**src/design/cat_pkg.sv**
```systemverilog
// ----------------------------------------------------------------------------
// cat_pkg: shared codes and types for the client address table
// Operation and status codes, result selectors and the command and status
// structs that join the controller and the datapath.
// ----------------------------------------------------------------------------
package cat_pkg;

    // Operation codes carried in the request
    localparam logic [1:0] MODE_CREATE = 2'd0;
    localparam logic [1:0] MODE_LOOKUP = 2'd1;
    localparam logic [1:0] MODE_REMOVE = 2'd2;

    // Result status codes
    localparam logic [1:0] ST_OK        = 2'd0;
    localparam logic [1:0] ST_FULL      = 2'd1;
    localparam logic [1:0] ST_NOT_FOUND = 2'd2;
    localparam logic [1:0] ST_BAD_POS   = 2'd3;

    // Which result the datapath loads into the output register
    typedef enum logic [2:0] {
        RES_CREATE,
        RES_HIT,
        RES_MISS,
        RES_FULL,
        RES_BAD,
        RES_REMOVE,
        RES_NONE
    } res_sel_t;

    typedef struct packed {
        logic     load;      // latch the request and set the scan pointer
        logic     scan;      // read the next entry below the count
        logic     shift;     // remove in progress: capture or move entries down
        logic     search;    // step the free-id pointer
        logic     res_load;  // commit the operation and load the result
        res_sel_t sel;
    } cat_cmd_t;

    typedef struct packed {
        logic [1:0] mode;
        logic       full;
        logic       slot_bad;
        logic       id_free;
        logic       hit;
        logic       exhausted;
        logic       out_free;
    } cat_sts_t;

endpackage

```
**src/design/cat_datapath.sv**
```systemverilog
// ----------------------------------------------------------------------------
// cat_datapath: entry memory, scan pointer, id bitmap and result register
// Executes the commands of the controller and reports scan and search status.
// ----------------------------------------------------------------------------
module cat_datapath #(
    parameter int TABLE_DEPTH = 16
) (
    input  logic              aclk,
    input  logic              aresetn,
    input  cat_pkg::cat_cmd_t cmd,
    output cat_pkg::cat_sts_t sts,
    input  logic [1:0]        req_mode,
    input  logic [31:0]       req_ip_addr,
    input  logic [15:0]       req_port_num,
    input  logic [3:0]        req_slot_position,
    input  logic              m_tready,
    output logic              m_tvalid,
    output logic [1:0]        res_status,
    output logic [4:0]        res_client_id,
    output logic [3:0]        res_match_position,
    output logic [4:0]        res_entry_count
);
    import cat_pkg::*;

    localparam int PW = $clog2(TABLE_DEPTH);
    localparam int CW = $clog2(TABLE_DEPTH + 1);
    localparam int SW = (CW > 4) ? CW : 4;

    typedef struct packed {
        logic [31:0]   ip;
        logic [15:0]   port;
        logic [CW-1:0] id;
    } entry_t;

    entry_t mem [TABLE_DEPTH];

    logic [1:0]             mode_reg;
    logic [31:0]            ip_reg;
    logic [15:0]            port_reg;
    logic [3:0]             slot_reg;
    logic [CW-1:0]          ptr_reg;
    logic                   live_reg;
    logic [PW-1:0]          rd_idx_reg;
    entry_t                 rdata_reg;
    logic [CW-1:0]          rm_id_reg;
    logic [CW-1:0]          cnt_reg;
    logic [TABLE_DEPTH-1:0] used_reg;
    logic                   m_tvalid_reg;
    logic [1:0]             status_reg;
    logic [4:0]             id_reg;
    logic [3:0]             pos_reg;
    logic [4:0]             count_reg;

    logic [SW-1:0] slot_ext;
    logic [PW-1:0] slot_idx;
    logic          full;
    logic          ptr_in_range;
    logic          out_free;
    logic          capture;
    logic [CW-1:0] new_id;
    logic [CW-1:0] rm_id_m1;
    logic          wr_en;
    logic [PW-1:0] wr_addr;
    entry_t        wr_data;
    logic [1:0]    res_st;
    logic [CW-1:0] res_id;
    logic [PW-1:0] res_pos;
    logic [CW-1:0] res_cnt;

    assign slot_ext     = SW'(slot_reg);
    assign slot_idx     = slot_ext[PW-1:0];
    assign full         = (cnt_reg == CW'(TABLE_DEPTH));
    assign ptr_in_range = (ptr_reg < cnt_reg);
    assign out_free     = !m_tvalid_reg || m_tready;
    assign capture      = cmd.shift && live_reg && (rd_idx_reg == slot_idx);
    assign new_id       = ptr_reg + CW'(1);
    assign rm_id_m1     = rdata_reg.id - CW'(1);

    always_comb begin
        sts.mode      = mode_reg;
        sts.full      = full;
        sts.slot_bad  = (slot_ext >= SW'(cnt_reg));
        sts.id_free   = !used_reg[ptr_reg[PW-1:0]];
        sts.hit       = live_reg && (rdata_reg.ip == ip_reg) && (rdata_reg.port == port_reg);
        sts.exhausted = !live_reg && !ptr_in_range;
        sts.out_free  = out_free;
    end

    // Single write port: a create commit or one step of the shift down
    always_comb begin
        wr_en   = 1'b0;
        wr_addr = rd_idx_reg - PW'(1);
        wr_data = rdata_reg;
        if (cmd.res_load && cmd.sel == RES_CREATE) begin
            wr_en   = 1'b1;
            wr_addr = cnt_reg[PW-1:0];
            wr_data = '{ip: ip_reg, port: port_reg, id: new_id};
        end else if (cmd.shift && live_reg && !capture) begin
            wr_en = 1'b1;
        end
    end

    always_ff @(posedge aclk) begin
        if (wr_en) begin
            mem[wr_addr] <= wr_data;
        end
        if (cmd.scan && ptr_in_range) begin
            rdata_reg <= mem[ptr_reg[PW-1:0]];
        end
    end

    always_comb begin
        res_st  = ST_OK;
        res_id  = '0;
        res_pos = '0;
        res_cnt = cnt_reg;
        case (cmd.sel)
            RES_CREATE: begin
                res_id  = new_id;
                res_pos = cnt_reg[PW-1:0];
                res_cnt = cnt_reg + CW'(1);
            end
            RES_HIT: begin
                res_id  = rdata_reg.id;
                res_pos = rd_idx_reg;
            end
            RES_MISS: res_st = ST_NOT_FOUND;
            RES_FULL: res_st = ST_FULL;
            RES_BAD:  res_st = ST_BAD_POS;
            RES_REMOVE: begin
                res_id  = rm_id_reg;
                res_pos = slot_idx;
                res_cnt = cnt_reg - CW'(1);
            end
            default: ;
        endcase
    end

    always_ff @(posedge aclk) begin
        if (!aresetn) begin
            cnt_reg      <= '0;
            used_reg     <= '0;
            live_reg     <= 1'b0;
            m_tvalid_reg <= 1'b0;
        end else begin
            if (cmd.res_load) begin
                m_tvalid_reg <= 1'b1;
            end else if (m_tvalid_reg && m_tready) begin
                m_tvalid_reg <= 1'b0;
            end
            if (cmd.res_load) begin
                case (cmd.sel)
                    RES_CREATE: begin
                        cnt_reg                     <= cnt_reg + CW'(1);
                        used_reg[ptr_reg[PW-1:0]]   <= 1'b1;
                    end
                    RES_REMOVE: cnt_reg <= cnt_reg - CW'(1);
                    default: ;
                endcase
            end
            if (capture) begin
                used_reg[rm_id_m1[PW-1:0]] <= 1'b0;
            end
            if (cmd.load) begin
                live_reg <= 1'b0;
            end else if (cmd.scan) begin
                live_reg <= ptr_in_range;
            end
        end
    end

    always_ff @(posedge aclk) begin
        if (cmd.load) begin
            mode_reg <= req_mode;
            ip_reg   <= req_ip_addr;
            port_reg <= req_port_num;
            slot_reg <= req_slot_position;
            ptr_reg  <= (req_mode == MODE_REMOVE) ? CW'(req_slot_position) : '0;
        end else if (cmd.scan && ptr_in_range) begin
            ptr_reg    <= ptr_reg + CW'(1);
            rd_idx_reg <= ptr_reg[PW-1:0];
        end else if (cmd.search) begin
            ptr_reg <= ptr_reg + CW'(1);
        end
        if (capture) begin
            rm_id_reg <= rdata_reg.id;
        end
        if (cmd.res_load) begin
            status_reg <= res_st;
            id_reg     <= 5'(res_id);
            pos_reg    <= 4'(res_pos);
            count_reg  <= 5'(res_cnt);
        end
    end

    assign m_tvalid           = m_tvalid_reg;
    assign res_status         = status_reg;
    assign res_client_id      = id_reg;
    assign res_match_position = pos_reg;
    assign res_entry_count    = count_reg;

    a_count_bound: assert property (@(posedge aclk) disable iff (!aresetn)
        cnt_reg <= CW'(TABLE_DEPTH))
        else $error("entry count above table depth");

    a_create_room: assert property (@(posedge aclk) disable iff (!aresetn)
        (cmd.res_load && cmd.sel == RES_CREATE) |-> !full)
        else $error("create committed on a full table");

    a_result_room: assert property (@(posedge aclk) disable iff (!aresetn)
        cmd.res_load |-> out_free)
        else $error("result loaded over an untaken result");

    a_ids_match_count: assert property (@(posedge aclk) disable iff (!aresetn)
        cmd.load |-> ($countones(used_reg) == int'(cnt_reg)))
        else $error("id bitmap out of step with entry count");

endmodule

```
**src/design/cat_ctrl.sv**
```systemverilog
// ----------------------------------------------------------------------------
// cat_ctrl: operation sequencer for the client address table
// Takes a request, steps the datapath through search or scan and loads
// the result once the output register is free.
// ----------------------------------------------------------------------------
module cat_ctrl (
    input  logic              aclk,
    input  logic              aresetn,
    input  logic              s_tvalid,
    output logic              s_tready,
    input  cat_pkg::cat_sts_t sts,
    output cat_pkg::cat_cmd_t cmd
);
    import cat_pkg::*;

    localparam logic [2:0] STATE_IDLE     = 3'd0;
    localparam logic [2:0] STATE_DISPATCH = 3'd1;
    localparam logic [2:0] STATE_SCAN     = 3'd2;
    localparam logic [2:0] STATE_SEARCH   = 3'd3;
    localparam logic [2:0] STATE_WAIT     = 3'd4;

    logic [2:0] state_reg, state_next;
    res_sel_t   sel_reg, sel_next;
    logic       fin;
    res_sel_t   fin_sel;

    always_comb begin
        cmd        = '{default: '0, sel: RES_NONE};
        state_next = state_reg;
        sel_next   = sel_reg;
        fin        = 1'b0;
        fin_sel    = RES_NONE;
        unique case (state_reg)
            STATE_IDLE: begin
                if (s_tvalid) begin
                    cmd.load   = 1'b1;
                    state_next = STATE_DISPATCH;
                end
            end
            STATE_DISPATCH: begin
                unique case (sts.mode)
                    MODE_CREATE: begin
                        if (sts.full) begin
                            fin     = 1'b1;
                            fin_sel = RES_FULL;
                        end else begin
                            state_next = STATE_SEARCH;
                        end
                    end
                    MODE_LOOKUP: state_next = STATE_SCAN;
                    MODE_REMOVE: begin
                        if (sts.slot_bad) begin
                            fin     = 1'b1;
                            fin_sel = RES_BAD;
                        end else begin
                            state_next = STATE_SCAN;
                        end
                    end
                    default: begin
                        fin     = 1'b1;
                        fin_sel = RES_NONE;
                    end
                endcase
            end
            STATE_SCAN: begin
                cmd.shift = (sts.mode == MODE_REMOVE);
                if (sts.mode == MODE_LOOKUP && sts.hit) begin
                    fin     = 1'b1;
                    fin_sel = RES_HIT;
                end else if (sts.exhausted) begin
                    fin     = 1'b1;
                    fin_sel = (sts.mode == MODE_LOOKUP) ? RES_MISS : RES_REMOVE;
                end else begin
                    cmd.scan = 1'b1;
                end
            end
            STATE_SEARCH: begin
                if (sts.id_free) begin
                    fin     = 1'b1;
                    fin_sel = RES_CREATE;
                end else begin
                    cmd.search = 1'b1;
                end
            end
            STATE_WAIT: begin
                if (sts.out_free) begin
                    cmd.res_load = 1'b1;
                    cmd.sel      = sel_reg;
                    state_next   = STATE_IDLE;
                end
            end
            default: state_next = STATE_IDLE;
        endcase

        // Commit now if the output register is free, else hold the selector
        if (fin) begin
            if (sts.out_free) begin
                cmd.res_load = 1'b1;
                cmd.sel      = fin_sel;
                state_next   = STATE_IDLE;
            end else begin
                sel_next   = fin_sel;
                state_next = STATE_WAIT;
            end
        end
    end

    always_ff @(posedge aclk) begin
        if (!aresetn) begin
            state_reg <= STATE_IDLE;
            sel_reg   <= RES_NONE;
        end else begin
            state_reg <= state_next;
            sel_reg   <= sel_next;
        end
    end

    assign s_tready = (state_reg == STATE_IDLE);

endmodule

```
**src/design/client_address_table.sv**
```systemverilog
// ----------------------------------------------------------------------------
// client_address_table: endpoint table with lowest-free-id allocation
// Stream front end around the sequencer and the table datapath.
// ----------------------------------------------------------------------------
// The block keeps up to TABLE_DEPTH endpoints (IPv4 address, port, id) in
// positions 0 to count-1 and takes one request at a time. Create appends the
// endpoint at the end of the table with the lowest id from 1 to TABLE_DEPTH
// that is not in use; lookup returns the lowest position whose address and
// port both match; remove deletes a position and moves the later entries
// down. Each request gives exactly one result. A request passes a decode
// step and then its walk: create steps an id pointer over a bitmap, one id
// a cycle, until the first free id; lookup reads the entry memory one
// position a cycle through its registered read port; remove reads from the
// given position to the end of the table and writes each entry one place
// lower. Full, bad-position and unknown-mode requests finish at decode. The
// result register frees the request side: a new request is taken while an
// earlier result still waits on m_tready. The entry memory needs no clearing
// after reset, since only positions below the count are ever read.
// ----------------------------------------------------------------------------
module client_address_table #(
    parameter int TABLE_DEPTH = 16
) (
    input  logic        aclk,
    input  logic        aresetn,
    // request channel
    input  logic        s_tvalid,
    output logic        s_tready,
    input  logic [55:0] s_tdata,   // ip_addr[31:0], port_num[47:32],
                                   // slot_position[51:48], zero pad[55:52]
    input  logic [1:0]  s_tuser,   // mode[1:0]
    // result channel
    output logic        m_tvalid,
    input  logic        m_tready,
    output logic [15:0] m_tdata    // status[1:0], client_id[6:2],
                                   // match_position[10:7], entry_count[15:11]
);
    import cat_pkg::*;

    cat_cmd_t   cmd;
    cat_sts_t   sts;
    logic [1:0] res_status;
    logic [4:0] res_client_id;
    logic [3:0] res_match_position;
    logic [4:0] res_entry_count;

    // Sequence each request: decode, then walk the table or the id bitmap
    cat_ctrl u_ctrl (
        .aclk     (aclk),
        .aresetn  (aresetn),
        .s_tvalid (s_tvalid),
        .s_tready (s_tready),
        .sts      (sts),
        .cmd      (cmd)
    );

    // Hold the entries, the count, the id bitmap and the result register
    cat_datapath #(
        .TABLE_DEPTH (TABLE_DEPTH)
    ) u_datapath (
        .aclk               (aclk),
        .aresetn            (aresetn),
        .cmd                (cmd),
        .sts                (sts),
        .req_mode           (s_tuser),
        .req_ip_addr        (s_tdata[31:0]),
        .req_port_num       (s_tdata[47:32]),
        .req_slot_position  (s_tdata[51:48]),
        .m_tready           (m_tready),
        .m_tvalid           (m_tvalid),
        .res_status         (res_status),
        .res_client_id      (res_client_id),
        .res_match_position (res_match_position),
        .res_entry_count    (res_entry_count)
    );

    // Pack the result fields, lowest field in the lowest bits
    assign m_tdata = {res_entry_count, res_match_position, res_client_id, res_status};

endmodule

```
**config.mk**
```make
export PLATFORM = sky130hd
export DESIGN_NAME = client_address_table
export DESIGN_NICKNAME = d
export VERILOG_FILES = /design/src/design/cat_pkg.sv /design/src/design/cat_datapath.sv /design/src/design/cat_ctrl.sv /design/src/design/client_address_table.sv
export SDC_FILE = /design/constraint.sdc
export NUM_CORES = 1
export LEC_CHECK = 0
export BUFFER_PORTS_ARGS = -buffer_cell sky130_fd_sc_hd__buf_2
export CAP_MARGIN = 0
export CELL_PAD_IN_SITES_DETAIL_PLACEMENT = 0
export CELL_PAD_IN_SITES_GLOBAL_PLACEMENT = 1
export CORE_MARGIN = 2
export CORE_UTILIZATION = 60
export DETAILED_ROUTE_END_ITERATION = 8
export MAX_ROUTING_LAYER = met4
export PLACE_DENSITY_LB_ADDON = 0.15
export SLEW_MARGIN = 25
export SYNTH_ARGS = -nofsm -noshare
export SYNTH_HDL_FRONTEND = slang
export SYNTH_HIERARCHICAL = 1
export SYNTH_SLANG_ARGS = --single-unit
```
**constraint.sdc**
```tcl
create_clock -name aclk -period 21.7 [get_ports aclk]
set_input_delay 2.17 -clock aclk [delete_from_list [all_inputs] [get_ports aclk]]
set_output_delay 2.17 -clock aclk [all_outputs]
set_load 0.01 [all_outputs]
```
Word-level counts from Yosys, hierarchy flattened

Memory sizes are Yosys's and may differ from the RTL's. A register that Yosys moved wholly into a read port is not among the register bits.
Cells that the tools add are included.
Widths: inputs -> output; s select.

Reductions and logical operators: 27
Multiplexer cells: 60
Equality and inequality tests: 22
Magnitude comparators: 6
Bitwise gates (word level): 6
$add $sub $neg: 5

Operators by type and width:

| cell                | count |
|---|---|
| $mux 16             | 4 |
| $mux 53             | 1 |
| $mux 3              | 11 |
| $eq 32x32->1        | 1 |
| $mux 4              | 6 |
| $mux 1              | 20 |
| $pmux 3 s3          | 2 |
| $and 16x16->16      | 1 |
| $eq 16x16->1        | 1 |
| $not 16->16         | 1 |
| $or 16x16->16       | 1 |
| $mux 5              | 3 |
| $pmux 5 s3          | 1 |
| $eq 3x2->1 const B  | 4 |
| $logic_and 1x1->1   | 12 |
| $pmux 3 s4          | 1 |
| $pmux 4 s3          | 1 |
| $add 5x1->5 const B | 2 |
| $lt 4x5->1 const B  | 2 |
| $pmux 5 s2          | 1 |
| $eq 3x3->1 const B  | 3 |
| $demux 1 s4         | 2 |
| $ge 4x1->1 const B  | 2 |
| $sub 4x1->4 const B | 2 |
| 29 further kinds    | 41 |

Memories kept: 1
Register bits after elaboration: 113
Bits of input ports: 62
Logic and storage cells: 144
Bits in writable memories: 848

Memories:

| memory         | depth | bits a word | rd ports | clocked after memory_dff | wr ports | RTL line           | RTL |
|---|---|---|---|---|---|---|---|
| u_datapath.mem | 16    | 53          | 1        | 1                        | 1        | cat_datapath.sv:35 | `entry_t mem [TABLE_DEPTH];` |

Longest topological paths before layout

Gate-level depths: netlist of run 1.

Word-level depth: 14
Mapped depth: 20
Depth with buffers taken out: 19

Cells and area by module

The synthesis of run 1 kept the hierarchy.

Modules (own cells, without submodules):

| module       | times used | sequential area each (um^2) | area each (um^2) | cells each |
|---|---|---|---|---|
| cat_datapath | 1          | 30038.8                     | 39315.2          | 1830 |
| cat_ctrl     | 1          | 120.1                       | 606.8            | 79 |

Least setup slack after synthesis of run 1

OpenSTA, ideal clock, no wires.

Path type: input port to flip-flop
From: input m_tready
To: memory u_datapath/mem[13][0] in the netlist's numbering, enable pin
Setup slack: 14.517 ns
Setup time: 0.464 ns
Stages: 10
Required time: 21.236 ns
Data arrival time: 6.719 ns
Path buffers: 3
Cells stage by stage: nand2b_1 buf_4 inv_1 nor2_1 or4b_1 buf_2 buf_2 o22ai_1 nand2_1 nor2_1

RTL lines:

| what               | RTL line                   | RTL |
|---|---|---|
| start: declaration | client_address_table.sv:33 | `input logic m_tready,` |
| end: declaration   | cat_datapath.sv:35         |  |

==> results of run 1 <==
-- cells in the mapped netlist (all sizes together), types with 14 or more instances --
cell type | number | area (µm²)
a211oi | 17 | 127.6
a21oi | 26 | 130.1
nand2 | 175 | 656.9
clkbuf | 37 | 138.9
dfxtp | 29 | 580.6
xor2 | 55 | 481.7
inv | 26 | 97.59
nor4 | 14 | 87.58
nor2 | 44 | 165.2
buf | 60 | 426.7
ha | 18 | 225.2
edfxtp | 985 | 29580
o21ai | 15 | 75.07
mux4 | 270 | 6100
-- path summary, 6_finish.rpt --
kind                           start                      end  slack (ns)  cells after the start
max            u_datapath/ptr_reg[0]    u_datapath/mem[10][8]       13.95                     16
min reg2reg  u_datapath/rdata_reg[4]  u_datapath/rm_id_reg[4]        0.49                      0
min          u_datapath/rdata_reg[4]  u_datapath/rm_id_reg[4]        0.49                      0
max reg2reg    u_datapath/ptr_reg[0]    u_datapath/mem[10][8]       13.95                     16
-- area by class of cell --
cell class                      count  area share
Tap cell                          864     0.02404
Inverter                           27    0.002254
Multi-Input combinational cell    771      0.2059
Sequential cell                  1014      0.6707
Timing Repair Buffer              131     0.02435
Clock buffer                      123     0.05874
Clock inverter                     65     0.01391
-- report_power, final --
part	internal, mW	switching, mW	leakage (nW)	total, mW
logic	0.240	0.247	3.75	0.487
clock network	0.987	0.721	1.60	1.71
registers	2.18	0.0205	9.12	2.20
total	3.40	0.988	14.5	4.39
-- routing by layer --
metal,share of wire,vias to the layer above
met5,0,-
li1,-,8101
met3,0.065,154
met1,0.40,10310
met2,0.50,775
met4,0.033,0
-- cells in the final DEF (no fill, tap or decap), drive strengths merged, types with 3 or more instances in the layout --
| cell | count |
|---|---|
| nand3 | 11 |
| nor2 | 44 |
| o22ai | 7 |
| clkinv | 50 |
| nand2 | 175 |
| xor2 | 55 |
| buf | 131 |
| and2 | 4 |
| a21o | 4 |
| nand2b | 10 |
| ha | 18 |
| a31oi | 12 |
| a21oi | 26 |
| xnor2 | 12 |
| nor2b | 3 |
| mux2i | 11 |
| a41oi | 4 |
| nor3 | 12 |
| o21ai | 15 |
| mux4 | 270 |
| a22oi | 3 |
| a211oi | 17 |
| dfxtp | 29 |
| bufinv | 10 |
| or3 | 3 |
| clkbuf | 123 |
| and3 | 4 |
| o211ai | 3 |
| clkinvlp | 3 |
| nor4b | 3 |
| nor3b | 4 |
| edfxtp | 985 |
| nor4 | 14 |
| inv | 29 |
-- through the flow --
| step | setup WS [ns] | instances | utilization |
|---|---|---|---|
| after floorplan | 14.52 | 1909 | - |
| after global placement | 13.16 | 2792 | 0.6269 |
| after detailed placement | 13.39 | 2806 | 0.6327 |
| after CTS | 13.38 | 2994 | 0.6823 |
| after global routing | 13.45 | 2995 | 0.6827 |
| final | 13.95 | 2995 | 0.6827 |
-- worst reg2reg max path: stages, from the launching register on --
cell and delay [ns]:
edfxtp_1 0.38, buf_12 0.56, buf_4 0.95, mux4_2 0.65
mux4_2 0.47, inv_1 0.15, nor2b_4 0.07, nor4_1 0.26
a21oi_1 0.15, nor2_4 0.51, nor4b_2 0.34, buf_6 0.63
nand2_1 0.19, o31ai_1 0.12, nand2_1 0.32, nor2_4 0.90
buf_4 0.73
-- cells by family after synthesis --
logic type | after synthesis
simple gates | 300
fa+ha+maj | 18
buf+inv | 124
flops | 1014
mux | 282
compound gates | 104
xor+xnor | 67
==> flow_summary.yaml, run 1 <==
global_route:
  met1_usage: 0.3841
  gr-total-overflow: 0
  busiest_layer: "met2"
  met2_usage: 0.4466
  grt_max_degree: 156
  grtUsageMet3: 0.04051
  grt_pass1_wl_um: 131400
  grt_use_total: 0.2809
  antenna_found_initial: 0
  first_global_vias: 19560
yosys:
  ys_warn_count: 6
  synth_mux_area_frac: 0.1558
  synth_top_family_by_area: "multiplexers"
  synthesis.area_um2: 39920
  synth_cell_types: 61
  yosys.area_share.simple: 0.03410
  synth_xor_area_frac: 0.01470
  synth_fa_ha_area_frac: 0.005641
  synth_nets: 1989
  postSynthAreaPerCell_um2: 20.91
  synth_ff_type: "edfxtp_1"
  seq_area_frac_synth: 0.7554
  synth-compound-area-share: 0.01758
  ys_ff_latch: 1014
  synth_edf_count: 985
  synthCells: 1909
  ys_async_sr_fraction: 0
power_and_ir_drop:
  cellLeakagePower_nw: 14.47
  powerDensity_nw_per_um2: 97.66
  ir_worst_vdd_mv: 0.07872
  fin_total_pwr_mw: 4.391
timing:
  period_needed_ns: 7.747
  fin_skew_ns: 0.01556
  rsz0062_at_grt: "no"
  fin_crit_sh: 0.3570
  setup_viol: 0
  finalSetupTns_ns: 0
  slew_viol_final: 0
  slew_headroom: 0.2629
  worst_pin_slew_ns: 1.100
  fmaxAchievable_mhz: 129.1
  hold_viol: 0
  fin_hold_ws_ns: 0.4929
clocking:
  cts.reportedPaths.clkPinSlew_ns: 0.06
  htreeDepth: 3
  clockRootBuffer: "clkbuf_16"
  cts_tree: "done"
  clkLatencyLatePin_ns: 0.66
  cts_made_buffers: 101
  post_cts_buffers: 0
  cts_resized: 0
  cts_hold_buf: 0
  cts_num_sinks: 1014
  clockBufferDepth: 3
critical_path:
  cpPeakStageDelay_ns: 0.90
  critPathArrivalTime_ns: 8.03
  criticalPathCategory: "register to register"
  crit_buf_inv: 5
  cp-end-kind: "register"
  start_kind: "register"
  cpMaxStageDelayCell: "nor2_4"
  cp_max_fo: 99
  path_delay_family: "buffers and inverters"
  required_ns: 21.98
  path_cells: "buf_12, buf_4, mux4_2, mux4_2, inv_1, nor2b_4, nor4_1, a21oi_1, nor2_4, nor4b_2, buf_6, nand2_1, o31ai_1, nand2_1, nor2_4, buf_4"
final_layout:
  drive_above_1_share: 0.2684
  largest_reg_flops: 848
  regArea_um2: 30160
  area_growth_pct: 12.63
  multiInputGateArea_um2: 9260
  fillCellCount: 4167
  final_nets: 2126
  diodes: 0
  stdcell_area_um2: 44960
routing:
  wl_per_cell_um: 30.18
  drt_first_pass_iters: 5
  postRouteWirelength_um: 90400
  viasPerCell: 6.456
  final_antenna_net_count: 0
  drc: 0
  via_count: 19340
  drtIter0Drc: 2306
flow_run:
  max_cap_viol_count: 0
floorplan:
  die_x_um: 261.9
  core_um2: 65860
  start_util: 0.6061
  die_h_um: 261.9
  io_pins: 80
  row_count: 94
  dieArea_um2: 68620
placement:
  port_buffers: 75
  place_congestion: 0.8060
  hpwl_um: 48210
  place_area_um2: 41670
min_path:
  hold_class: "register to register"
status:
  status: "finished, final reports clean"
Note: power is estimated with default switching activity, not from simulation.
==> run 2: changes to the inputs <==
- ABC_AREA: unset -> 1
- CORE_UTILIZATION: 60 -> 47
- clock period: 21.7 -> 6.9 ns (I/O delays scaled with it)
==> run 2 against run 1 <==
  * Routed wire length increased by 23%
  * Sequential power increased to 3.4 times the previous value
  * Hold slack got worse by 0.30 ns
  * Largest power group unchanged
  * Critical endpoint is now u_datapath/mem[5][27]
  * Critical path depth grew 7
  * Power rose to 4.1 times the previous value
  * Final cell count grew 51%
==> flow_summary.yaml, run 2 <==
flow_run:
  max_cap_viol_count: 0
routing:
  postRouteWirelength_um: 110800
  final_antenna_net_count: 0
  drt_first_pass_iters: 5
  wl_per_cell_um: 24.44
  via_count: 26200
  drtIter0Drc: 2479
  viasPerCell: 5.782
  drc: 0
yosys:
  postSynthAreaPerCell_um2: 12.67
  ys_async_sr_fraction: 0
  synth_commonest_cells: "edfxtp_1 (985), o21ai_0 (509), nor2_1 (503), nand2_1 (395), o22ai_1 (226)"
  synth_top_area_share: 0.7301
  yosysMostFrequentCell: "edfxtp_1"
  synth_edf_count: 985
  seq_area_frac_synth: 0.7444
  ys_warn_count: 6
  synth_area_leader_cell: "edfxtp_1"
  synthesis.area_um2: 40510
  ys_ff_latch: 1014
  synth_nets: 3277
  synth_cell_types: 49
  synth_ff_type: "edfxtp_1"
  synth.area.top_cells: "edfxtp_1 (73%), o21ai_0 (6.3%), nor2_1 (4.7%)"
  synthCells: 3197
floorplan:
  row_count: 107
  core_um2: 85280
  start_util: 0.4751
  io_pins: 80
  die_x_um: 297.6
  dieArea_um2: 88560
  die_h_um: 297.6
power_and_ir_drop:
  ir_worst_vdd_mv: 0.3449
  powerDensity_nw_per_um2: 387.5
  cellLeakagePower_nw: 15.39
timing:
  slew_viol_final: 0
  slew_headroom: 0.2498
  worst_pin_slew_ns: 1.125
  setup_viol: 0
  hold_viol: 0
  fin_skew_ns: 0.02398
  fin_crit_sh: 0.8807
  rsz0062_at_grt: "no"
  fmaxAchievable_mhz: 164.6
  setup_slack_ns: 0.8230
  period_needed_ns: 6.077
critical_path:
  r2r-start: "u_datapath/rdata_reg[47]"
  cp_max_fo: 33
  ff2ff_path_depth: 23
  r2r_end: "u_datapath/mem[5][27]"
  required_ns: 7.24
  criticalPathCategory: "register to register"
  start_kind: "register"
  cp-end-kind: "register"
  critPathArrivalTime_ns: 6.42
  r2r_setup_slack_ns: 0.82
placement:
  port_buffers: 75
  place_inst: 4332
  place_congestion: 0.8397
  pre_cts_ws_ns: 0.8741
  hpwl_um: 57630
final_layout:
  final_common_cell: "edfxtp_1"
  fin_cells: 4531
  largest_reg_flops: 848
  drive_above_1_share: 0.1149
  final_cell_mix: "edfxtp_1 (985), o21ai_0 (507), nor2_1 (484)"
  final_nets: 3376
  area_growth_pct: 13.89
  diodes: 0
  fillCellCount: 7101
global_route:
  antenna_found_initial: 0
  first_global_vias: 25500
  gr-total-overflow: 0
  grt_use_total: 0.2559
  grt_pass1_wl_um: 164100
  grt_max_degree: 163
clocking:
  cts_resized: 0
  clkLatencyLatePin_ns: 0.68
  clockRootBuffer: "clkbuf_16"
  htreeDepth: 3
  cts_made_buffers: 104
  cts_tree: "done"
  cts_num_sinks: 1014
  clockBufferDepth: 3
  cts.reportedPaths.clkPinSlew_ns: 0.06
  cts_hold_buf: 0
  post_cts_buffers: 0
min_path:
  hold_depth: 1
  hold_end: "u_datapath/ip_reg[0]"
  worstHoldStart: "s_tdata[0]"
  hold_class: "primary input to register"
status:
  status: "finished, final reports clean"
## run 2: kinds of logic (layout without fill, tap and decap cells)
family / count (synthesis) / count (layout) / synth area share
AO/OA/AOI/OAI: 809 / 809 / 0.1103
XOR/XNOR: 24 / 24 / 0.005189
adder cells (fa/ha/maj): 18 / 18 / 0.005559
buffers and inverters: 306 / 496 / 0.03116
flip-flops: 1014 / 1014 / 0.7444
AND/OR/NAND/NOR: 1026 / 1026 / 0.1033
## run 2: stage by stage
stage	setup TNS, ns	hold WS [ns]	cell area, µm²	power (mW)	util
6_report	0	0.1885	46140	17.88	0.5410
5_1_grt	0	0.1501	46140	18.75	0.5410
3_5_place_dp	0	0.4495	42710	12.40	0.5008
3_3_place_gp	0	0.4509	42660	12.29	0.5003
2_1_floorplan	-1.068	0.4238	40510	10.77	-
4_1_cts	0	0.1484	46090	17.95	0.5404
## run 2: where the power goes
group	total [mW]	internal [mW]	leakage (nW)	switching, mW
logic	4.87	1.36	4.61	3.51
registers	7.46	7.30	9.13	0.158
clock network	5.55	3.20	1.65	2.35
total	17.9	11.9	15.4	6.02
## run 2: cell type report
class                   count  area, µm²  share of cell area
clock buffers             130       2700             0.05852
clock inverters            67      679.4             0.01473
inverters                 119      464.2             0.01006
multi-input cells        1877       9238              0.2002
flip-flops and latches   1014      30160              0.6537
well taps                1144       1431             0.03102
repair buffers            180       1466             0.03178
## run 2: worst max-delay path, stage by stage, from the launching register on
cell      delay (ns)
edfxtp_1        0.42
xnor2_1         0.52
nand4_1         0.16
nor3b_1         0.43
buf_4           0.19
nand3_1         0.06
nor2_1          0.54
buf_4           0.23
nand2_1         0.06
nand2_1         0.08
inv_1           0.06
nor2_2          0.11
o21ai_0         0.09
o21ai_0         0.16
a22o_1          0.44
nor2_4          0.07
nand2_4         0.19
nor2_8          0.07
inv_2           0.22
o21ai_2         0.10
nor2_1          0.21
nand2_1         0.30
nor2_4          0.62
buf_12          0.37
## run 2: layer usage
layer / vias up / track usage / part of all wire
met3: 188 / 0.03228 / 0.061
met1: 13220 / 0.3470 / 0.43
li1: 11900 / - / -
met2: 888 / 0.4123 / 0.48
met4: 0 / 0.06518 / 0.024
met5: - / - / 0
## run 2: worst max-delay path by stage
| stage | from | to | depth (start not counted) |
|---|---|---|---|
| global placement | u_datapath/rdata_reg[47] | u_datapath/mem[5][44] | 23 |
| detailed placement | u_datapath/rdata_reg[47] | u_datapath/mem[5][44] | 23 |
| finish | u_datapath/rdata_reg[47] | u_datapath/mem[5][27] | 23 |
| global route | u_datapath/rdata_reg[47] | u_datapath/mem[5][27] | 23 |
| floorplan | u_datapath/ptr_reg[1] | u_datapath/mem[9][0] | 21 |
| CTS | u_datapath/rdata_reg[47] | u_datapath/mem[5][27] | 23 |
==> run 3: changes to the inputs <==
- ABC_AREA: 1 -> unset
- CORE_UTILIZATION: 47 -> 50
==> run 3 against run 2 <==
  * Via count down 27%
  * Global-route usage fell by 1.6 points
  * Clock skew rose by 0.0014 ns
  * Maximum frequency is 8.1% higher
  * Sequential cell count stayed put
  * Critical path depth fell by 8
  * Power shrank 22%
  * Critical path type unchanged
==> flow_summary.yaml, run 3 (synthesis results as in run 1) <==
power_and_ir_drop:
  seq_power_share: 0.494
  clkPwrFrac: 0.394
  internal-power_mw: 10.82
  powerDensity_nw_per_um2: 307.2
  p_sw_frac: 0.2247
  ir_worst_vdd_mv: 0.2094
  p_comb_frac: 0.112
  switchingPower_mw: 3.137
  cellLeakagePower_nw: 14.61
status:
  status: "finished, final reports clean"
routing:
  drtIter0Drc: 1892
  drt_first_pass_iters: 5
  final_antenna_net_count: 0
  viasPerCell: 5.978
  wl_per_cell_um: 29.10
  postRouteWirelength_um: 93090
  via_count: 19120
  drc: 0
critical_path:
  cp-end-kind: "register"
  r2r_setup_slack_ns: 1.28
  criticalPathCategory: "register to register"
  path_cells: "xor2_1, nor4_1, nand4_1, nor4_1, buf_4, a21oi_1, nor4b_2, nor3_1, o21ai_1, or4b_4, nor2_1, a21o_1, nand2_1, nor2_4, buf_12"
  cpPeakStageDelay_ns: 0.87
  critPathMostFrequentCell: "nor4_1"
  r2r-start: "u_datapath/rdata_reg[50]"
  cp_max_fo: 27
  start_kind: "register"
  crit_buf_inv: 2
  required_ns: 7.23
  crit_start: "u_datapath/rdata_reg[50]"
  path_delay_family: "simple AND/OR/NAND/NOR gates"
  critPathArrivalTime_ns: 5.95
  cpMaxStageDelayCell: "or4b_4"
floorplan:
  die_x_um: 286.6
  io_pins: 80
  row_count: 103
  core_um2: 79000
  dieArea_um2: 82120
  die_h_um: 286.6
  start_util: 0.5053
global_route:
  first_global_vias: 19820
  grt_pass1_wl_um: 136300
  gr-total-overflow: 0
  grt_use_total: 0.2397
  grt_max_degree: 60
  antenna_found_initial: 1
final_layout:
  drive_above_1_share: 0.2759
  fin_cells: 3199
  final_nets: 2147
  diodes: 0
  final_cell_mix: "edfxtp_1 (985), mux4_2 (265), nand2_1 (175)"
  final_common_cell: "edfxtp_1"
  area_growth_pct: 13.86
  largest_reg_flops: 848
placement:
  port_buffers: 75
  place_congestion: 0.8049
  pre_cts_ws_ns: 1.227
  place_inst: 3010
  hpwl_um: 50140
timing:
  worst_pin_slew_ns: 0.9845
  fin_skew_ns: 0.02534
  slew_viol_final: 0
  slew_headroom: 0.3437
  hold_viol: 0
  fmaxAchievable_mhz: 177.9
  setup_slack_ns: 1.279
  setup_viol: 0
  period_needed_ns: 5.621
  fin_crit_sh: 0.8146
  rsz0062_at_grt: "no"
clocking:
  cts_made_buffers: 104
  cts_resized: 0
  clkLatencyLatePin_ns: 0.65
  cts_num_sinks: 1014
  cts.reportedPaths.clkPinSlew_ns: 0.06
  clockRootBuffer: "clkbuf_16"
  cts_hold_buf: 0
  htreeDepth: 3
  clockBufferDepth: 3
  post_cts_buffers: 0
  cts_tree: "done"
min_path:
  worstHoldStart: "s_tdata[1]"
  hold_class: "primary input to register"
flow_run:
  max_cap_viol_count: 0
## run 3: changes by cell type in the layout (fill, tap and decap cells not counted), moves of 42 or more
cell / change
inv_1: -74
mux4_2: +265
nand2_1: -220
nand4_1: -62
nor2_1: -457
o21ai_0: -496
o22ai_1: -219
xor2_1: +42
## run 3: power groups by stage
stage | clock network (mW) | registers, mW | logic, mW
finish | 5.50 | 6.90 | 1.57
global route | 5.86 | 6.90 | 1.67
CTS | 5.60 | 6.90 | 1.59
detailed placement | 0 | 7.03 | 1.58
global placement | 0 | 7.03 | 1.57
floorplan | 0 | 7.01 | 1.20
## run 3: layer usage
| metal | part of all wire | wire length, µm | vias to the layer above | track usage |
|---|---|---|---|---|
| li1 | - | - | 8167 | - |
| met1 | 0.41 | 38170 | 10260 | 0.3195 |
| met3 | 0.056 | 5245 | 119 | 0.03450 |
| met4 | 0.022 | 2084 | 0 | 0.06322 |
| met5 | 0 | 0 | - | - |
| met2 | 0.51 | 47590 | 576 | 0.3920 |
## run 3: path summary, 6_finish.rpt
kind | depth (start not counted) | endpoint
hold / removal | 1 | u_datapath/ip_reg[1]
setup / recovery | 15 | u_datapath/mem[3][0]
hold reg to reg | 2 | u_ctrl/sel_reg[0]
setup reg to reg | 15 | u_datapath/mem[3][0]
## run 3: stage by stage
step | instance area [µm²] | total power [mW] | setup TNS [ns] | utilization | hold slack, ns
after floorplan | 39930 | 8.219 | -47.49 | - | 0.4507
after global placement | 42050 | 8.600 | 0 | 0.5323 | 0.4624
after detailed placement | 42080 | 8.615 | 0 | 0.5326 | 0.4817
after CTS | 45430 | 14.09 | 0 | 0.5750 | 0.1833
after global routing | 45450 | 14.44 | 0 | 0.5754 | 0.1879
final | 45450 | 13.96 | 0 | 0.5754 | 0.2076
## run 3: area by class of cell
cell class              count  area, µm²
clock inverters            66      586.8
flip-flops and latches   1014      30160
well taps                1050       1314
inverters                  27      101.3
multi-input cells         771       9246
repair buffers            149       1284
clock buffers             122       2764
fillers                  5786      33540
